===== src/hw/rtl/hpd_pkg.sv =====
// Shared types and constants of the Huffman prefix decoder.
package hpd_pkg;

  // Item function codes
  localparam logic [1:0] FUNC_WRITE  = 2'd0;
  localparam logic [1:0] FUNC_DECODE = 2'd1;
  localparam logic [1:0] FUNC_CLEAR  = 2'd2;

  // Field widths fixed by the item format
  localparam int unsigned BYTE_W  = 8;
  localparam int unsigned CODE_W  = 16;
  localparam int unsigned LEN_W   = 5;
  localparam int unsigned INDEX_W = 8;
  // Bit position of the first stream bit in a data byte
  localparam int unsigned TOP_BIT = 7;

  // One stored table entry
  typedef struct packed {
    logic [BYTE_W-1:0] sym;
    logic [CODE_W-1:0] code;
    logic [LEN_W-1:0]  len;
  } hpd_entry_t;

  // Controller to datapath commands
  typedef struct packed {
    logic tbl_wr;     // store entry from the input word
    logic tbl_clr;    // drop all entries and the partial code
    logic load_byte;  // capture a data byte
    logic append;     // shift the next bit into the partial code
    logic scan;       // issue table reads
    logic cap_ovf;    // capture an overflow result
    logic cap_hit;    // capture a symbol result, clear partial code
    logic pend_take;  // move captured result into the holding slot
    logic out_push;   // move the held result to the output register
    logic out_last;   // mark pushed result as final of its word
  } hpd_cmd_t;

  // Datapath to controller status
  typedef struct packed {
    logic ovf;        // next append overflows the partial code
    logic hit;        // compared entry matches
    logic miss;       // table scan ended without a match
    logic last_bit;   // the bit just appended was the byte's last
    logic pend_v;     // holding slot occupied
    logic out_free;   // output register can take a result this cycle
  } hpd_sts_t;

endpackage


===== src/hw/rtl/hpd_ctrl.sv =====
// Sequencing state machine of the Huffman prefix decoder.
module hpd_ctrl (
  input  logic             clk,
  input  logic             rst_n,
  input  logic             in_valid,
  input  logic [1:0]       in_func,
  output logic             in_ready,
  input  hpd_pkg::hpd_sts_t sts,
  output hpd_pkg::hpd_cmd_t cmd
);

  typedef enum logic [2:0] {
    S_IDLE,
    S_APPEND,
    S_SCAN,
    S_EMIT,
    S_FLUSH
  } state_t;

  state_t state_r, state_nxt;

  // Next state and commands
  always_comb begin
    cmd       = '0;
    state_nxt = state_r;
    in_ready  = (state_r == S_IDLE);
    case (state_r)
      S_IDLE: begin
        if (in_valid) begin
          case (in_func)
            hpd_pkg::FUNC_WRITE: cmd.tbl_wr = 1'b1;
            hpd_pkg::FUNC_CLEAR: cmd.tbl_clr = 1'b1;
            hpd_pkg::FUNC_DECODE: begin
              cmd.load_byte = 1'b1;
              state_nxt     = S_APPEND;
            end
            default: ;
          endcase
        end
      end
      S_APPEND: begin
        cmd.append = 1'b1;
        if (sts.ovf) begin
          cmd.cap_ovf = 1'b1;
          state_nxt   = S_EMIT;
        end else begin
          state_nxt = S_SCAN;
        end
      end
      S_SCAN: begin
        cmd.scan = 1'b1;
        if (sts.hit) begin
          cmd.cap_hit = 1'b1;
          state_nxt   = S_EMIT;
        end else if (sts.miss) begin
          state_nxt = sts.last_bit ? S_FLUSH : S_APPEND;
        end
      end
      S_EMIT: begin
        // Hold back one result so the final one can carry last
        if (!sts.pend_v) begin
          cmd.pend_take = 1'b1;
          state_nxt     = sts.last_bit ? S_FLUSH : S_APPEND;
        end else if (sts.out_free) begin
          cmd.out_push  = 1'b1;
          cmd.pend_take = 1'b1;
          state_nxt     = sts.last_bit ? S_FLUSH : S_APPEND;
        end
      end
      S_FLUSH: begin
        if (!sts.pend_v) begin
          state_nxt = S_IDLE;
        end else if (sts.out_free) begin
          cmd.out_push = 1'b1;
          cmd.out_last = 1'b1;
          state_nxt    = S_IDLE;
        end
      end
      default: state_nxt = S_IDLE;
    endcase
  end

  // State register
  always_ff @(posedge clk) begin
    if (!rst_n) begin
      state_r <= S_IDLE;
    end else begin
      state_r <= state_nxt;
    end
  end

endmodule


===== config.mk =====
export PLATFORM = sky130hd
export DESIGN_NAME = hpd_ctrl
export DESIGN_NICKNAME = d
export VERILOG_FILES = /design/src/hw/rtl/hpd_pkg.sv /design/src/hw/rtl/hpd_ctrl.sv
export SDC_FILE = /design/constraint.sdc
export NUM_CORES = 1
export LEC_CHECK = 0
export CELL_PAD_IN_SITES_DETAIL_PLACEMENT = 0
export CELL_PAD_IN_SITES_GLOBAL_PLACEMENT = 2
export CORE_AREA = 2 2 39 41
export DETAILED_ROUTE_END_ITERATION = 8
export DIE_AREA = 0 0 41 43
export DONT_BUFFER_PORTS = 1
export PLACE_DENSITY_LB_ADDON = 0.1
export SLEW_MARGIN = 20
export SYNTH_ARGS = -nofsm -noshare
export SYNTH_HDL_FRONTEND = slang
export SYNTH_SLANG_ARGS = --single-unit
export TNS_END_PERCENT = 1

===== constraint.sdc =====
create_clock -name clk -period 1.6 [get_ports clk]
set_clock_uncertainty 0.2 [all_clocks]
set_input_delay 0.48 -clock clk [delete_from_list [all_inputs] [get_ports clk]]
set_output_delay 0.48 -clock clk [all_outputs]
set_load 0.03 [all_outputs]

==> impl_metrics.json, run 1 <==
{
  "status": "complete, but fails checks",
  "violations": "setup timing",
  "gr-usage-all-layers": 0.131,
  "worst_pin_slew_ns": 0.200,
  "io_pins": 22,
  "grt_pass1_wl_um": 1570,
  "ys.flop_type": "dfxtp_1",
  "largest_register": "state_r",
  "routedWlPerCell_um": 13.5,
  "clock-sinks": 3,
  "synth_edf_count": 0,
  "cp.arrival_ns": 1.23,
  "die_area_um2": 1760,
  "rsz0062_at_grt": "true",
  "antenna_found_initial": 0,
  "nFillCells": 144,
  "endpoint_kind": "output port",
  "critPathKind": "reg -> out",
  "drc": 0,
  "die_y_um": 43,
  "worst_slew_margin_rel": 0.866,
  "finalCriticalPeriod_ns": 1.91,
  "drive_gt1_frac": 0.689,
  "hold_violations": 0,
  "dr.pass1.iters": 3,
  "cts_tree": "built",
  "finalMaxSlewViolations": 0,
  "viasPerCell": 5.06,
  "crit_required_ns": 0.92,
  "ys_ff_latch": 3,
  "yosysUniqueCellTypes": 27,
  "clock_latency_ns": 0.23,
  "syn_area_um2": 319,
  "grt_max_degree": 8,
  "setup_viol": 11,
  "ir_drop_uv": 643,
  "core_um2": 1380,
  "die-width_um": 41,
  "vias": 390,
  "clock_path_buffers": 2,
  "initial_core_util": 0.231,
  "postCtsHoldBufs": 0,
  "maxCapViolCount": 0,
  "ant_nets": 0,
  "post_synth.cell_area_avg_um2": 8.18,
  "synth.top_cell.area_share": 0.188,
  "yosys-top-cells-count": "3 x dfxtp_1, 3 x nand2_1, 3 x nand2b_1, 3 x nor2_1",
  "postPlaceCellArea_um2": 527,
  "synth_warnings": 0,
  "synth_async_sr_flop_share": 0,
  "place_congestion": 0.789,
  "drtIter0Drc": 5,
  "p_per_area_nw_per_um2": 1690,
  "hold_ws_ns": 0.197,
  "synth_cells": 39,
  "top_regs": "state_r x3",
  "switching_share": 0.439,
  "overflow": 0,
  "fin_nets": 73,
  "pwr-share-seq": 0.127,
  "finalInstanceArea_um2": 608,
  "synth_area_leaders": "dfxtp_1 19%, nor3b_2 7.8%, nand2b_1 5.9%",
  "cp_max_fo": 3,
  "period_share": 1.19,
  "grt_pass1_vias": 412,
  "power_frac_comb": 0.745,
  "antennaDiodeCount": 0,
  "power_mw": 1.03,
  "start_kind": "flip-flop",
  "synth_fp_nets": 50,
  "clk_pin_slew_ns": 0.04,
  "portBuffers": 0,
  "syn_to_final_growth_pct": 90.6,
  "finalWirelength_um": 1040,
  "synth_top_area_cell": "dfxtp_1",
  "p_int_mw": 0.576,
  "pwr-share-clk": 0.128,
  "cts-root-buf": "clkbuf_4",
  "p_switching_mw": 0.450,
  "seq_area_frac_synth": 0.188,
  "dp_hpwl_um": 853,
  "placementRows": 14,
  "cts_buffers": 3,
  "min_path_type": "in -> reg",
  "htreeDepth": 1,
  "p_leak_nw": 0.245,
  "largest_reg_flops": 3,
  "finalWorstSetupSlack_ns": -0.310,
  "max_freq_ghz": 0.524
}
-- power groups by stage --
stage | Sequential, mW | Combinational, mW | Clock, mW
2_1_floorplan | 0.113 | 0.469 | 0
3_3_place_gp | 0.124 | 0.690 | 0
3_5_place_dp | 0.125 | 0.699 | 0
4_1_cts | 0.132 | 0.741 | 0.137
5_1_grt | 0.133 | 0.817 | 0.146
6_report | 0.130 | 0.764 | 0.131
-- cell usage in the layout, fill, tap and decap left out, drive strengths merged --
master	netlist	routed
o2111ai	1	1
nand3b	2	2
nand4b	1	1
nor3	1	1
nor2b	2	2
nand2b	3	3
nand3	1	1
and3	1	1
a21oi	2	2
and2	2	2
a31o	1	1
and4bb	1	1
dfxtp	3	3
and4b	1	1
nor2	3	3
buf	2	20
a22oi	1	1
nand4	1	1
nor4	1	1
clkbuf	0	4
nand2	3	3
o21ai	2	2
mux2i	1	1
nor3b	2	2
inv	1	1
-- area by class of cell --
type	count	area, um2	share of cell area
clock buffers	4	26.3	0.0432
flip-flops and latches	3	66.3	0.109
multi-input cells	33	310	0.510
inverters	1	3.75	0.00617
repair buffers	20	181	0.298
well taps	16	20.0	0.0329
-- worst max-delay path, cell delays in order (launching register included) --
cell,delay (ns)
dfxtp_2,0.33
buf_4,0.14
nor3b_4,0.21
nor2b_4,0.18
buf_6,0.13
-- metal layers --
layer / up-vias / track usage / wire (um)
li1: 190 / - / -
met1: 183 / 0.132 / 393
met2: 17 / 0.241 / 563
met3: 0 / 0.0471 / 80
met4: 0 / 0.0200 / 0
met5: - / 0 / 0
-- timing repair --
item,4_1_cts,5_1_grt
resized for setup,11,3
pin swaps,5,3
endpoints found under the setup margin,14,14
gates cloned,0,0
hold endpoints to repair,0,0
setup buffers,1,0
-- logic make-up after synthesis --
family | synth area share
DFF | 0.188
and+or+nand+nor | 0.537
muxes | 0.0314
buffers and inverters | 0.0627
AOI/OAI and AO/OA | 0.180
-- per-stage QoR --
step                      worst slack (ns)  TNS [ns]   util  cells
after global routing                -0.378     -3.29  0.439     77
final                               -0.310     -2.59  0.439     77
after CTS                           -0.322     -2.84  0.429     77
after floorplan                     -0.294     -1.44      -     39
after detailed placement            -0.171    -0.913  0.381     72
after global placement             -0.0969    -0.584  0.381     72
-- final timing paths --
kind / endpoint / startpoint / slack, ns / cells past startpoint
max reg2reg: state_r[0] / state_r[1] / 0.06 / 6
max: cmd[0] / state_r[1] / -0.31 / 4
min reg2reg: state_r[1] / state_r[1] / 0.44 / 2
min: state_r[1] / rst_n / 0.20 / 1
No activity file was read; power rests on OpenSTA's default activity.
==> inputs of run 2 (changes only) <==
GPL_ROUTABILITY_DRIVEN = 0   (was unset)
RECOVER_POWER = 50   (was unset)
==> impl_metrics.json, run 2 (same netlist as run 1, synthesis figures left out) <==
{
  "layout_commonest_cell": "buf_4",
  "placedCellCount": 72,
  "clock-sinks": 3,
  "hold_violations": 0,
  "viasPerCell": 5.05,
  "portBuffers": 0,
  "dp_hpwl_um": 853,
  "placementRows": 14,
  "nFillCells": 146,
  "grt_use_met2": 0.241,
  "grt_pass1_vias": 412,
  "top_regs": "state_r x3",
  "cts_buffers": 3,
  "crit_required_ns": 0.92,
  "cp_max_fo": 3,
  "antenna_found_initial": 0,
  "initial_core_util": 0.231,
  "fin_nets": 73,
  "maxCapViolCount": 0,
  "grt_max_degree": 8,
  "grtUsageMet1": 0.132,
  "rrSetupSlack_ns": 0.04,
  "setup_viol": 11,
  "p_per_area_nw_per_um2": 1680,
  "multi_input_area_um2": 310,
  "antennaDiodeCount": 0,
  "die_y_um": 43,
  "status": "complete, but fails checks",
  "seqCellArea_um2": 66.3,
  "cp.arrival_ns": 1.23,
  "postPlaceCellArea_um2": 527,
  "overflow": 0,
  "max_freq_ghz": 0.524,
  "clk_pin_slew_ns": 0.04,
  "dr.pass1.iters": 3,
  "start_kind": "flip-flop",
  "core_um2": 1380,
  "power_mw": 1.02,
  "cts_tree": "built",
  "drtIter0Drc": 5,
  "largest_register": "state_r",
  "ir_drop_uv": 641,
  "period_share": 1.19,
  "p_leak_nw": 0.245,
  "grt_busiest_layer": "met2",
  "clock_path_buffers": 2,
  "finalInstanceArea_um2": 604,
  "worst_pin_slew_ns": 0.200,
  "endpoint_kind": "output port",
  "instances_no_fill": 77,
  "die-width_um": 41,
  "cts-root-buf": "clkbuf_4",
  "htreeDepth": 1,
  "clock_latency_ns": 0.23,
  "finalWorstSetupSlack_ns": -0.310,
  "hold_ws_ns": 0.197,
  "drc": 0,
  "gr-usage-all-layers": 0.131,
  "critPathKind": "reg -> out",
  "drive_gt1_frac": 0.689,
  "grt_pass1_wl_um": 1570,
  "finalMaxSlewViolations": 0,
  "die_area_um2": 1760,
  "min_path_type": "in -> reg",
  "tns_ns": -2.58,
  "finalCriticalPeriod_ns": 1.91,
  "worst_slew_margin_rel": 0.866,
  "rsz0062_at_grt": "true",
  "grt_use_met3": 0.0471,
  "violations": "setup timing",
  "syn_to_final_growth_pct": 89.4,
  "io_pins": 22,
  "routedWlPerCell_um": 13.5,
  "layout_common_cells": "15 x buf_4, 4 x buf_6, 3 x nand2_1, 3 x clkbuf_4",
  "finalWirelength_um": 1040,
  "vias": 389,
  "ant_nets": 0,
  "largest_reg_flops": 3
}
## run 2: final timing paths
path         startpoint          to  cells past startpoint
min               rst_n  state_r[1]                      1
min reg2reg  state_r[1]  state_r[1]                      2
max reg2reg  state_r[1]  state_r[1]                      6
max          state_r[1]      cmd[0]                      4
## run 2: layout make-up
cell class	count	area share
clock buffers	4	0.0435
inverters	1	0.00621
multi-input cells	33	0.513
flip-flops and latches	3	0.110
well taps	16	0.0331
repair buffers	20	0.294
## run 2: through the flow
| stage | setup WS, ns | utilization |
|---|---|---|
| 2_1_floorplan | -0.294 | - |
| 3_3_place_gp | -0.0969 | 0.381 |
| 3_5_place_dp | -0.171 | 0.381 |
| 4_1_cts | -0.322 | 0.429 |
| 5_1_grt | -0.378 | 0.437 |
| 6_report | -0.310 | 0.437 |
## run 2: layer usage
layer  routed length (um)  vias up
met5                    0        -
met4                    0        0
met3                   82        0
met2                  564       17
met1                  393      183
li1                     -      189
## run 2: critical path, cell delays in order (launching register included)
cell	delay, ns
dfxtp_2	0.33
buf_4	0.14
nor3b_4	0.21
nor2b_4	0.18
buf_6	0.13
## run 2: power breakdown
group,switching [mW],total (mW),internal [mW]
Sequential,0.0260,0.130,0.104
Clock,0.0376,0.131,0.0934
Combinational,0.384,0.756,0.371
Total,0.448,1.02,0.569
## run 2: what timing repair did
action,4_1_cts,5_1_grt
hold buffers,0,0
gates resized for setup,11,3
pin swaps,5,3
setup buffers,1,0
endpoints found under the setup margin,14,14
